$ cat src/hw/rtl/kdf_pkg.sv
package kdf_pkg;

    // Default sizes, overridable on the top level.
    localparam int DEFAULT_FRAME_MAX      = 2048;
    localparam int DEFAULT_FRAGMENT_BYTES = 192;

    // Special bytes of the framing.
    localparam logic [7:0] FEND  = 8'hC0;
    localparam logic [7:0] FESC  = 8'hDB;
    localparam logic [7:0] TFEND = 8'hDC;
    localparam logic [7:0] TFESC = 8'hDD;

    // Command bytes.
    localparam logic [7:0] CMDB_DATA = 8'h00;
    localparam logic [7:0] CMDB_PERS = 8'h02;
    localparam logic [7:0] CMDB_SLOT = 8'h03;

    // Parser state codes.
    localparam logic [2:0] ST_IDLE = 3'd0;
    localparam logic [2:0] ST_CMD  = 3'd1;
    localparam logic [2:0] ST_DATA = 3'd2;
    localparam logic [2:0] ST_PERS = 3'd3;
    localparam logic [2:0] ST_SLOT = 3'd4;
    localparam logic [2:0] ST_ESC  = 3'd5;

    // Frame command codes.
    localparam logic [1:0] CMD_NONE = 2'd0;
    localparam logic [1:0] CMD_DATA = 2'd1;
    localparam logic [1:0] CMD_PERS = 2'd2;
    localparam logic [1:0] CMD_SLOT = 2'd3;

    // Result kinds.
    localparam logic [2:0] KIND_PAYLOAD = 3'd0;
    localparam logic [2:0] KIND_COMMIT  = 3'd1;
    localparam logic [2:0] KIND_DISCARD = 3'd2;
    localparam logic [2:0] KIND_PERS    = 3'd3;
    localparam logic [2:0] KIND_SLOT    = 3'd4;

    typedef struct packed {
        logic [2:0]  kind;
        logic [7:0]  data_byte;
        logic [10:0] byte_position;
        logic [3:0]  fragment_number;
        logic [7:0]  fragment_offset;
        logic [11:0] frame_length;
        logic [7:0]  persistence;
        logic [11:0] slot_time_ms;
    } result_t;

endpackage

$ cat src/hw/rtl/kiss_deframer_fragmenter.sv
// Host-side decoder for the byte stream of the serial framing protocol.
// The slave channel takes one received serial byte per word in
// s_axis_tdata. The master channel gives at most one result word per input
// byte: m_axis_tuser carries the kind (payload byte, frame commit, frame
// discard, persistence set, slot time set) and m_axis_tdata the fields.
// Payload bytes are passed on at once, tagged with their position, fragment
// number and fragment offset; downstream buffers the frame and drops it on a
// discard word.
// An accepted byte is held in an input register, and the parser logic writes
// its result word into the output register, or into the skid stage if held.
// One byte is accepted in every cycle while the input is not stalled; the rate
// is set by the single parser state register, which is updated once per byte.
// Reset returns the parser to idle (waiting for a frame delimiter), empties
// the pipeline, sets persistence to 255 and slot time to zero.
// When the receiver stalls, result words are held in the output register and
// one skid stage; bytes that cause no result still flow through, and input
// is stalled once both stages are full and a byte that causes a result is
// waiting in the input register.
module kiss_deframer_fragmenter
    import kdf_pkg::*;
#(
    parameter int FRAME_MAX      = DEFAULT_FRAME_MAX,
    parameter int FRAGMENT_BYTES = DEFAULT_FRAGMENT_BYTES
)
(
    input  logic        clk,
    input  logic        rst_n,
    input  logic        s_axis_tvalid,
    output logic        s_axis_tready,
    input  logic [7:0]  s_axis_tdata,  // [7:0] rx_byte
    output logic        m_axis_tvalid,
    input  logic        m_axis_tready,
    // [7:0] data_byte, [18:8] byte_position, [22:19] fragment_number,
    // [30:23] fragment_offset, [42:31] frame_length, [50:43] persistence,
    // [62:51] slot_time_ms, [63] zero
    output logic [63:0] m_axis_tdata,
    output logic [2:0]  m_axis_tuser   // [2:0] kind
);

    logic    res_valid;
    logic    res_ready;
    result_t res;
    result_t out_res;

    kdf_parser #(
        .FRAME_MAX      (FRAME_MAX),
        .FRAGMENT_BYTES (FRAGMENT_BYTES)
    ) u_parser (
        .clk       (clk),
        .rst_n     (rst_n),
        .in_valid  (s_axis_tvalid),
        .in_ready  (s_axis_tready),
        .in_byte   (s_axis_tdata),
        .res_valid (res_valid),
        .res_ready (res_ready),
        .res       (res)
    );

    kdf_out_buf u_out_buf (
        .clk       (clk),
        .rst_n     (rst_n),
        .in_valid  (res_valid),
        .in_ready  (res_ready),
        .in_res    (res),
        .out_valid (m_axis_tvalid),
        .out_ready (m_axis_tready),
        .out_res   (out_res)
    );

    assign m_axis_tuser = out_res.kind;
    assign m_axis_tdata = {1'b0,
                           out_res.slot_time_ms,
                           out_res.persistence,
                           out_res.frame_length,
                           out_res.fragment_offset,
                           out_res.fragment_number,
                           out_res.byte_position,
                           out_res.data_byte};

endmodule

$ cat src/hw/rtl/kdf_parser.sv
module kdf_parser
    import kdf_pkg::*;
#(
    parameter int FRAME_MAX      = DEFAULT_FRAME_MAX,
    parameter int FRAGMENT_BYTES = DEFAULT_FRAGMENT_BYTES
)
(
    input  logic       clk,
    input  logic       rst_n,
    input  logic       in_valid,
    output logic       in_ready,
    input  logic [7:0] in_byte,
    output logic       res_valid,
    input  logic       res_ready,
    output result_t    res
);

    localparam int CW = $clog2(FRAME_MAX + 1);

    logic          s1_valid_reg;
    logic [7:0]    s1_byte_reg;

    logic [2:0]    state_reg, state_next;
    logic [1:0]    cmd_reg, cmd_next;
    logic [CW-1:0] count_reg, count_next;
    logic [3:0]    frag_num_reg, frag_num_next;
    logic [7:0]    frag_off_reg, frag_off_next;
    logic [7:0]    pers_reg, pers_next;
    logic [11:0]   slot_reg, slot_next;

    logic          emit;
    logic          store_en;
    logic [7:0]    store_byte;
    logic          advance;
    logic          clear_frame;

    always_comb
    begin
        state_next    = state_reg;
        cmd_next      = cmd_reg;
        count_next    = count_reg;
        frag_num_next = frag_num_reg;
        frag_off_next = frag_off_reg;
        pers_next     = pers_reg;
        slot_next     = slot_reg;
        emit          = 1'b0;
        store_en      = 1'b0;
        store_byte    = s1_byte_reg;
        clear_frame   = 1'b0;
        res           = '0;

        unique case (state_reg)
            ST_CMD:
            begin
                if (s1_byte_reg != FEND)
                begin
                    case (s1_byte_reg)
                        CMDB_DATA:
                        begin
                            cmd_next   = CMD_DATA;
                            state_next = ST_DATA;
                        end
                        CMDB_PERS:
                        begin
                            cmd_next   = CMD_PERS;
                            state_next = ST_PERS;
                        end
                        CMDB_SLOT:
                        begin
                            cmd_next   = CMD_SLOT;
                            state_next = ST_SLOT;
                        end
                        default:
                        begin
                            cmd_next   = CMD_NONE;
                            state_next = ST_IDLE;
                        end
                    endcase
                end
            end
            ST_PERS:
            begin
                pers_next  = s1_byte_reg;
                state_next = ST_DATA;
                emit       = 1'b1;
                res.kind   = KIND_PERS;
            end
            ST_SLOT:
            begin
                // Byte times ten as eight times plus two times.
                slot_next  = {1'b0, s1_byte_reg, 3'b000} + {3'b000, s1_byte_reg, 1'b0};
                state_next = ST_DATA;
                emit       = 1'b1;
                res.kind   = KIND_SLOT;
            end
            ST_DATA:
            begin
                if (s1_byte_reg == FESC)
                begin
                    state_next = ST_ESC;
                end
                else if (s1_byte_reg == FEND)
                begin
                    emit        = 1'b1;
                    clear_frame = 1'b1;
                    if (cmd_reg == CMD_DATA && count_reg != '0)
                    begin
                        res.kind         = KIND_COMMIT;
                        res.frame_length = 12'(count_reg);
                    end
                    else
                    begin
                        res.kind = KIND_DISCARD;
                    end
                end
                else if (cmd_reg == CMD_DATA)
                begin
                    if (count_reg < CW'(FRAME_MAX))
                    begin
                        store_en = 1'b1;
                    end
                    else
                    begin
                        emit        = 1'b1;
                        clear_frame = 1'b1;
                        res.kind    = KIND_DISCARD;
                    end
                end
            end
            ST_ESC:
            begin
                state_next = ST_DATA;
                if (count_reg < CW'(FRAME_MAX))
                begin
                    if (s1_byte_reg == TFEND)
                    begin
                        store_en   = 1'b1;
                        store_byte = FEND;
                    end
                    else if (s1_byte_reg == TFESC)
                    begin
                        store_en   = 1'b1;
                        store_byte = FESC;
                    end
                end
            end
            default:
            begin
                if (s1_byte_reg == FEND)
                begin
                    cmd_next   = CMD_NONE;
                    state_next = ST_CMD;
                end
            end
        endcase

        if (clear_frame)
        begin
            count_next    = '0;
            frag_num_next = '0;
            frag_off_next = '0;
            cmd_next      = CMD_NONE;
            state_next    = ST_IDLE;
        end

        // Fragment number and offset follow the count, so no divider is needed.
        if (store_en)
        begin
            emit                = 1'b1;
            res.kind            = KIND_PAYLOAD;
            res.data_byte       = store_byte;
            res.byte_position   = 11'(count_reg);
            res.fragment_number = frag_num_reg;
            res.fragment_offset = frag_off_reg;
            count_next          = count_reg + 1'b1;
            if (frag_off_reg == 8'(FRAGMENT_BYTES - 1))
            begin
                frag_off_next = '0;
                frag_num_next = frag_num_reg + 1'b1;
            end
            else
            begin
                frag_off_next = frag_off_reg + 1'b1;
            end
        end

        res.persistence  = pers_next;
        res.slot_time_ms = slot_next;
    end

    assign advance   = s1_valid_reg && (res_ready || !emit);
    assign in_ready  = !s1_valid_reg || advance;
    assign res_valid = s1_valid_reg && emit;

    always_ff @(posedge clk or negedge rst_n)
    begin
        if (!rst_n)
        begin
            s1_valid_reg <= 1'b0;
            state_reg    <= ST_IDLE;
            cmd_reg      <= CMD_NONE;
            count_reg    <= '0;
            frag_num_reg <= '0;
            frag_off_reg <= '0;
            pers_reg     <= 8'd255;
            slot_reg     <= '0;
        end
        else
        begin
            if (in_ready)
            begin
                s1_valid_reg <= in_valid;
            end
            if (advance)
            begin
                state_reg    <= state_next;
                cmd_reg      <= cmd_next;
                count_reg    <= count_next;
                frag_num_reg <= frag_num_next;
                frag_off_reg <= frag_off_next;
                pers_reg     <= pers_next;
                slot_reg     <= slot_next;
            end
        end
    end

    always_ff @(posedge clk)
    begin
        if (in_ready && in_valid)
        begin
            s1_byte_reg <= in_byte;
        end
    end

endmodule

$ cat src/hw/rtl/kdf_out_buf.sv
module kdf_out_buf
    import kdf_pkg::*;
(
    input  logic    clk,
    input  logic    rst_n,
    input  logic    in_valid,
    output logic    in_ready,
    input  result_t in_res,
    output logic    out_valid,
    input  logic    out_ready,
    output result_t out_res
);

    logic    out_valid_reg;
    result_t out_res_reg;
    logic    skid_valid_reg;
    result_t skid_res_reg;
    logic    load_out;
    logic    push;

    // The skid stage catches a word when the output register is held.
    assign in_ready  = !skid_valid_reg;
    assign push      = in_valid && in_ready;
    assign load_out  = !out_valid_reg || out_ready;
    assign out_valid = out_valid_reg;
    assign out_res   = out_res_reg;

    always_ff @(posedge clk or negedge rst_n)
    begin
        if (!rst_n)
        begin
            out_valid_reg  <= 1'b0;
            skid_valid_reg <= 1'b0;
        end
        else if (load_out)
        begin
            out_valid_reg  <= skid_valid_reg || push;
            skid_valid_reg <= 1'b0;
        end
        else if (push)
        begin
            skid_valid_reg <= 1'b1;
        end
    end

    always_ff @(posedge clk)
    begin
        if (load_out)
        begin
            if (skid_valid_reg)
            begin
                out_res_reg <= skid_res_reg;
            end
            else if (push)
            begin
                out_res_reg <= in_res;
            end
        end
        else if (push)
        begin
            skid_res_reg <= in_res;
        end
    end

endmodule

$ cat config.mk
export PLATFORM = sky130hd
export DESIGN_NAME = kiss_deframer_fragmenter
export DESIGN_NICKNAME = d
export VERILOG_FILES = /design/src/hw/rtl/kdf_pkg.sv /design/src/hw/rtl/kiss_deframer_fragmenter.sv /design/src/hw/rtl/kdf_parser.sv /design/src/hw/rtl/kdf_out_buf.sv
export SDC_FILE = /design/constraint.sdc
export NUM_CORES = 1
export LEC_CHECK = 0
export ABC_CLOCK_PERIOD_IN_PS = 7000
export BUFFER_PORTS_ARGS = -buffer_cell sky130_fd_sc_hd__clkbuf_2
export CORE_MARGIN = 10
export CORE_UTILIZATION = 45
export CTS_CLUSTER_DIAMETER = 120
export CTS_CLUSTER_SIZE = 30
export DETAILED_ROUTE_END_ITERATION = 8
export HOLD_SLACK_MARGIN = 0.06
export PLACE_DENSITY = 0.66
export SLEW_MARGIN = 20
export SYNTH_ARGS = -nofsm -noshare
export SYNTH_HDL_FRONTEND = slang
export SYNTH_HIERARCHICAL = 1
export SYNTH_SLANG_ARGS = --single-unit
$ cat constraint.sdc
create_clock -name clk -period 7 [get_ports clk]
set_clock_uncertainty 0.2 [all_clocks]
set_input_delay 1.05 -clock clk [delete_from_list [all_inputs] [get_ports clk]]
set_output_delay 1.05 -clock clk [all_outputs]
set_load 0.05 [all_outputs]
==> impl_metrics.toml, run 1 <==
[run_status]
outcome = "completed"

[floorplan]
die_h_um = 158
core_area_um2 = 18700
io_pins = 81
die_x_um = 158
rows = 50
start_util = 0.458
die_area_um2 = 24900

[synth]
synth_edf_count = 140
async_flop_share = 0.271
ys_ff_latch = 192
synth_top_family_by_area = "multiplexers"
synth_cells = 615
synth_compound_area_frac = 0.0693
synthSimpleGateAreaFrac = 0.114
syn-num-nets = 638
synth_area_per_cell_um2 = 13.9
synth-adder-area-share = 0.0169
yosys_warnings = 6
yosysSeqAreaShare = 0.644
synth_flop_cell = "edfxtp_1"
synth_area_um2 = 8560
synth_xor_area_frac = 0.00716
muxShareOfSynthArea = 0.121
synth_cell_types = 61

[timing]
min_period_ps = 3750
grt_setup_unrepaired = "false"
max_freq_mhz = 267
hold_slack_ps = 279
setup_ws_ps = 3250
final_hold_viol_count = 0
drv_slew = 0
relSlewSlack = 0.411
setup_violations = 0
tightest_slew_ps = 884
fin_tns_setup_ps = 0
period_share = 0.535

[global_route]
antenna_found_initial = 0
grt_max_degree = 67
grtUsageTotal = 0.137
grt_overflow_total = 0
grt_pass1_vias = 5253
grt_pass1_wl_um = 27100

[worst_setup_path]
cp-end-kind = "output pin"
critPathArrivalTime_ps = 2500
path_max_fanout = 24
critical_path_required_ps = 5750
critPathKind = "reg2out"
startpoint_type = "register"

[pwr]
clock_power_share = 0.439
p_int_mw = 1.80
power.leakage_nw = 3.82
powerDensity_nw_per_um2 = 231
ir_worst_vdd_mv = 0.157
comb_power_share = 0.019
sequentialPowerShare = 0.542
swShare = 0.199
net-switching-power_uw = 447

[clock_network]
cts_tree = "built"
clock-sinks = 192
holdBufCountCts = 0
cts_buffer_depth = 2
clock_latency_ps = 430
cts_inserted_buffers = 17
htreeDepth = 4
path_clk_slew_ps = 70
ctsResizeCount = 0
cts_setup_buffers = 0
root_buffer = "clkbuf_16"

[finish]
final_cell_mix = "edfxtp_1, clkbuf_2, mux2_2"
n_fill_cell = 1563
drive_gt1_frac = 0.318
syn2layout_area_growth_pct = 13.8
finalNetCount = 711
final_common_cell = "edfxtp_1"
num_antenna_cells = 0
utilization = 0.521

[route]
drt-wirelength-per-cell_um = 18.1
ant_nets = 0
routed_wl_um = 17000
drt_iter0_drc = 322
drt-pass1-iter-count = 5
vias = 5068
drc = 0
via_per_inst = 5.42

[job]
maxCapViolations = 0

[placement]
port_buffers = 79
dpl.hpwl_um = 11500
place.gp.congestion = 0.858
dp_slack_ps = 3430

[worst_hold_path]
min_path_type = "reg2reg"
==> metal layers <==
metal  global-route usage  vias up  wire length [µm]
met2                0.227      144              8270
met5                    0        -                 0
met1                0.172     2496              7630
met3               0.0377       17               852
li1                     -     2411                 -
met4               0.0428        0               197
==> final cells by class <==
cell class,instances,area [µm²],share of cell area
well taps,234,293,0.0300
flip-flops and latches,192,5520,0.566
clock buffers,19,443,0.0454
clock inverters,13,160,0.0164
multi-input cells,380,2850,0.293
repair buffers,84,433,0.0444
inverters,13,48.8,0.00501
==> Yosys cell counts (2+ instances only) <==
library cell  instances  share of area
a31oi_1               4         0.0029
nor4_4                2         0.0050
xnor2_1               2         0.0020
nor3_1                7         0.0041
mux2_1                2         0.0026
dfrtp_1              44           0.13
and3_1                8         0.0058
nor2_1               23          0.010
and4_1                3         0.0031
ha_1                 10          0.015
mux2_2               76           0.10
nand3b_1              3         0.0026
o31ai_1               7         0.0061
clkbuf_1              6         0.0026
buf_1                 2        0.00088
inv_1                13         0.0057
a21o_1                5         0.0044
nor4b_1               2         0.0020
o21a_1                4         0.0035
a21oi_1               5         0.0029
buf_2                14         0.0082
o2bb2ai_1             3         0.0031
buf_6                 5         0.0066
buf_4                 3         0.0026
o21ai_1              10         0.0058
mux2_4               10          0.018
o21ai_0              43          0.025
xor2_1                5         0.0051
nand2_1              53          0.023
and2_1               14          0.010
edfxtp_1            140           0.49
nand2b_1              8         0.0058
nand3_1              11         0.0064
nor2b_1              30          0.022
a211oi_1              4         0.0035
nor3b_1               2         0.0018
dfstp_2               8          0.025
==> critical path, stage by stage (launching register included) <==
cell      delay, ps
dfrtp_1         500
nand2b_2        220
nand2b_1        600
nand2_1         110
o21a_1          230
nand2b_1        120
clkbuf_2        290
==> logic make-up (layout without fill, tap and decap cells) <==
logic type	Yosys count	in the layout
flops	192	192
compound gates	95	95
fa+ha+maj	11	11
mux	89	89
buf+inv	43	129
simple gates	177	177
other cells	1	1
xor+xnor	7	7
==> per-stage QoR <==
| step | cells | cell area [µm²] | power, mW |
|---|---|---|---|
| finish | 935 | 9750 | 2.25 |
| global route | 935 | 9750 | 2.31 |
| CTS | 935 | 9750 | 2.27 |
| detailed placement | 903 | 9150 | 1.29 |
| global placement | 903 | 9150 | 1.28 |
| floorplan | 615 | 8570 | 1.27 |
==> power groups by stage <==
stage / combinational [mW] / clock [mW] / sequential, mW
after floorplan: 0.0295 / 0 / 1.24
after global placement: 0.0427 / 0 / 1.24
after detailed placement: 0.0432 / 0 / 1.24
after CTS: 0.0437 / 1.01 / 1.22
after global routing: 0.0480 / 1.05 / 1.22
final: 0.0428 / 0.987 / 1.22
==> path summary, 6_finish.rpt <==
kind | start | to | slack (ps) | depth (start not counted)
setup / recovery | u_parser/state_reg[1]$_DFFE_PN0P_ | s_axis_tready | 3250 | 6
hold / removal | u_parser/slot_reg[0]$_DFFE_PN0P_ | u_parser/slot_reg[0]$_DFFE_PN0P_ | 280 | 1
setup reg to reg | u_parser/state_reg[1]$_DFFE_PN0P_ | u_out_buf/skid_res_reg[32]$_DFFE_PP_ | 3390 | 6
hold reg to reg | u_parser/slot_reg[0]$_DFFE_PN0P_ | u_parser/slot_reg[0]$_DFFE_PN0P_ | 280 | 1
max in group asynchronous | rst_n | u_out_buf/skid_valid_reg$_DFFE_PN0P_ | 5560 | 2
min in group asynchronous | rst_n | u_parser/s1_valid_reg$_DFFE_PN0P_ | 550 | 2
(Power assumes the default switching activity.)
==> run 2: changes to the inputs <==
Settings changed: ABC_CLOCK_PERIOD_IN_PS 7000 to 3200.
Clock period 7 ns to 3.2 ns, I/O delays scaled along.
==> impl_metrics.toml, run 2 (synthesized netlist as in run 1, its figures left out) <==
[run_status]
outcome = "completed"

[pwr]
powerDensity_nw_per_um2 = 486
net-switching-power_mw = 1.04
clock_power_share = 0.424
p_int_mw = 3.78
fin_total_pwr_mw = 4.82
power.leakage_nw = 3.91
swShare = 0.216
ir_worst_vdd_mv = 0.398
comb_power_share = 0.024
sequentialPowerShare = 0.552

[worst_setup_path]
slowest_delay_ps = 500
crit_chain = "or3b_1, a21o_2, o21bai_4, o21a_1, nand2b_1, clkbuf_2"
critical_path_required_ps = 2520
cp-end-kind = "output pin"
critPathArrivalTime_ps = 2340
startpoint_type = "register"
slowest_stage = "dfrtp_1"
path_max_fanout = 11
critPathKind = "reg2out"
r2r_slack_ps = 320

[timing]
relSlewSlack = 0.518
drv_slew = 0
period_share = 0.943
max_freq_mhz = 331
grt_setup_unrepaired = "false"
setup_violations = 0
min_period_ps = 3020
tightest_slew_ps = 724
final_hold_viol_count = 0

[route]
drt_iter0_drc = 363
ant_nets = 0
routed_wl_um = 17600
vias = 5201
drt-pass1-iter-count = 5
drc = 0
via_per_inst = 5.43
drt-wirelength-per-cell_um = 18.4

[finish]
final_cell_mix = "edfxtp_1, clkbuf_2, mux2_2"
postLayoutCellArea_um2 = 9910
final_common_cell = "edfxtp_1"
drive_gt1_frac = 0.324
num_antenna_cells = 0
syn2layout_area_growth_pct = 15.8
finalNetCount = 733

[floorplan]
io_pins = 81
rows = 50
die_x_um = 158
die_h_um = 158
core_area_um2 = 18700
die_area_um2 = 24900
start_util = 0.458

[clock_network]
path_clk_slew_ps = 70
clock_latency_ps = 440
htreeDepth = 4
clock-sinks = 192
cts_tree = "built"
cts_buffer_depth = 2
cts_inserted_buffers = 17
ctsResizeCount = 0
cts_setup_buffers = 0
root_buffer = "clkbuf_16"
holdBufCountCts = 10

[global_route]
grt_overflow_total = 0
grt_pass1_vias = 5336
grt_pass1_wl_um = 28500
grt_max_degree = 48
grtUsageTotal = 0.146
antenna_found_initial = 0

[placement]
port_buffers = 79
place.gp.congestion = 0.902
placed_area_um2 = 9250
dpl.hpwl_um = 12000

[job]
maxCapViolations = 0

[worst_hold_path]
min_path_type = "in2reg"
[run 2: cell count changes in the layout (fill, tap and decap cells not counted), moves of 2 or more]
| cell | previous run | this run |
|---|---|---|
| buf_4 | 5 | 16 |
| clkinv_4 | 0 | 4 |
| bufinv_16 | 3 | 1 |
| clkinvlp_4 | 4 | 2 |
| dlygate4sd3_1 | 0 | 10 |
[run 2: per-stage QoR]
stage,worst slack (ps),hold WS [ps],utilization,setup TNS (ps),std cells
2_1_floorplan,-532,-15.6,-,-35100,615
3_3_place_gp,429,262,0.494,0,915
3_5_place_dp,341,269,0.494,0,915
4_1_cts,153,253,0.530,0,957
5_1_grt,92.1,291,0.530,0,957
6_report,181,261,0.530,0,957
[run 2: worst paths after layout]
kind	startpoint	endpoint	depth (start not counted)
hold reg to reg	u_parser/slot_reg[0]$_DFFE_PN0P_	u_parser/slot_reg[0]$_DFFE_PN0P_	1
setup / recovery	u_parser/state_reg[2]$_DFFE_PN0P_	s_axis_tready	6
setup reg to reg	u_parser/s1_byte_reg[3]$_DFFE_PP_	u_out_buf/out_res[35]$_DFFE_PP_	6
max in group asynchronous	rst_n	u_parser/pers_reg[5]$_DFFE_PN1P_	3
min in group asynchronous	rst_n	u_parser/slot_reg[7]$_DFFE_PN0P_	2
hold / removal	m_axis_tready	u_out_buf/skid_valid_reg$_DFFE_PN0P_	3
[run 2: routing by layer]
| layer | vias up | wire length, µm | track usage |
|---|---|---|---|
| met5 | - | 0 | 0 |
| met4 | 0 | 222 | 0.0468 |
| met3 | 19 | 803 | 0.0374 |
| met2 | 114 | 8380 | 0.233 |
| met1 | 2610 | 8170 | 0.191 |
| li1 | 2458 | - | - |
[run 2: final cells by class]
type	count	area (µm²)
Sequential cell	192	5520
Clock inverter	14	135
Tap cell	234	293
Multi-Input combinational cell	380	2850
Clock buffer	18	429
Fill cell	1561	8790
Timing Repair Buffer	106	636
Inverter	13	48.8
[run 2: power by group through the flow]
stage	Sequential, mW	Combinational, mW	Clock (mW)
global placement	2.71	0.102	0
global route	2.66	0.125	2.19
finish	2.66	0.114	2.04
detailed placement	2.71	0.104	0
floorplan	2.71	0.0646	0
CTS	2.66	0.115	2.09
[run 2: critical path, delay by kind of cell, from the launching register on]
kind,cells,cell delay [ps]
compound gates,3,610
buf+inv,1,270
flops,1,500
simple gates,2,520
==> run 3: changes to the inputs <==
==> constraint.sdc (replaced) <==
create_clock -name clk -period 3.2 [get_ports clk]
set_clock_uncertainty 0.2 [all_clocks]
set_input_delay 0.16 -clock clk [delete_from_list [all_inputs] [get_ports clk]]
set_output_delay 0.16 -clock clk [all_outputs]
set_load 0.05 [all_outputs]
==> impl_metrics.toml, run 3 (synthesized netlist as in run 1, its figures left out) <==
[finish]
syn2layout_area_growth_pct = 15.5
finalNetCount = 728
final_common_cell = "edfxtp_1"
num_antenna_cells = 0
final_cell_mix = "edfxtp_1, clkbuf_2, mux2_2"
postLayoutCellArea_um2 = 9890
drive_gt1_frac = 0.320

[pwr]
comb_power_share = 0.023
sequentialPowerShare = 0.560
power.leakage_nw = 3.89
net-switching-power_mw = 1.04
powerDensity_nw_per_um2 = 481
ir_worst_vdd_mv = 0.373
fin_total_pwr_mw = 4.75
swShare = 0.219
clock_power_share = 0.417
p_int_mw = 3.71

[floorplan]
die_area_um2 = 24900
start_util = 0.458
io_pins = 81
core_area_um2 = 18700
rows = 50
die_h_um = 158
die_x_um = 158

[global_route]
grt_overflow_total = 0
grt_pass1_wl_um = 28500
antenna_found_initial = 0
grt_max_degree = 68
grtUsageTotal = 0.144
grt_pass1_vias = 5396

[clock_network]
root_buffer = "clkbuf_16"
cts_setup_buffers = 0
clock-sinks = 192
path_clk_slew_ps = 70
htreeDepth = 4
clock_latency_ps = 430
ctsResizeCount = 0
cts_inserted_buffers = 17
holdBufCountCts = 11
cts_buffer_depth = 2
cts_tree = "built"

[worst_setup_path]
crit_chain = "and4bb_4, a21oi_1, a31oi_4, buf_4, nor2b_1, mux2_2"
cp-end-kind = "register"
critical_path_required_ps = 3180
slowest_stage = "a31oi_4"
cp_top_family = "compound AO/OA/AOI/OAI gates"
startpoint_type = "register"
critPathArrivalTime_ps = 2840
critPathKind = "reg2reg"
crit_buf_inv = 1
slowest_delay_ps = 630
path_max_fanout = 19

[job]
maxCapViolations = 0

[timing]
final_hold_viol_count = 0
min_period_ps = 2860
grt_setup_unrepaired = "false"
relSlewSlack = 0.374
setup_violations = 0
tightest_slew_ps = 940
period_share = 0.895
drv_slew = 0
max_freq_mhz = 349

[route]
drt-wirelength-per-cell_um = 18.0
vias = 5119
drt-pass1-iter-count = 4
drt_iter0_drc = 369
via_per_inst = 5.38
ant_nets = 0
drc = 0
routed_wl_um = 17200

[worst_hold_path]
min_path_type = "in2async"

[placement]
dpl.hpwl_um = 11700
port_buffers = 79
place.gp.congestion = 0.865
placed_area_um2 = 9230

[run_status]
outcome = "completed"
-- run 3: changes by cell type in the layout (fill, tap and decap cells not counted) --
cell	change
buf_4	-8
inv_6	+1
dlygate4sd3_1	+1
bufinv_16	-1
inv_8	+2
clkinv_2	+1
clkinv_4	-1
clkinv_1	-1
buf_12	+2
clkbuf_1	-1
-- run 3: path summary, 6_finish.rpt --
check	slack (ps)	to	cells after the start	from
max	340	u_out_buf/out_res[34]$_DFFE_PP_	6	u_parser/s1_byte_reg[0]$_DFFE_PP_
max in group asynchronous	1800	u_out_buf/skid_valid_reg$_DFFE_PN0P_	3	rst_n
min reg2reg	280	u_parser/slot_reg[11]$_DFFE_PN0P_	2	u_parser/slot_reg[11]$_DFFE_PN0P_
max reg2reg	340	u_out_buf/out_res[34]$_DFFE_PP_	6	u_parser/s1_byte_reg[0]$_DFFE_PP_
min	210	u_parser/slot_reg[3]$_DFFE_PN0P_	2	rst_n
min in group clk	250	u_parser/s1_byte_reg[6]$_DFFE_PP_	2	s_axis_tdata[6]
-- run 3: stage by stage --
stage / setup TNS, ps / worst slack [ps] / std cells / util / hold slack [ps]
after floorplan: -35100 / -532 / 615 / - / -336
after global placement: 0 / 453 / 909 / 0.493 / 145
after detailed placement: 0 / 331 / 909 / 0.493 / 147
after CTS: 0 / 335 / 952 / 0.529 / 233
after global routing: 0 / 148 / 952 / 0.529 / 243
final: 0 / 337 / 952 / 0.529 / 205
-- run 3: power groups by stage --
| stage | combinational, mW | sequential (mW) | clock, mW |
|---|---|---|---|
| floorplan | 0.0646 | 2.71 | 0 |
| global placement | 0.0968 | 2.72 | 0 |
| detailed placement | 0.0981 | 2.72 | 0 |
| CTS | 0.110 | 2.66 | 2.04 |
| global route | 0.122 | 2.66 | 2.15 |
| finish | 0.107 | 2.66 | 1.98 |
-- run 3: layer usage --
metal  share of wire  up-vias  GRT usage
met5               0        -          0
met4           0.014        0     0.0516
met3           0.051       19     0.0377
met2            0.48      112      0.227
met1            0.46     2547      0.189
li1                -     2441          -
-- run 3: area by class of cell --
type / count / area [µm²]
fill: 1542 / 8810
sequential: 192 / 5520
multi-input combinational: 380 / 2850
timing repair buffer: 101 / 626
clock buffer: 17 / 425
tap: 234 / 293
clock inverter: 15 / 129
inverter: 13 / 48.8
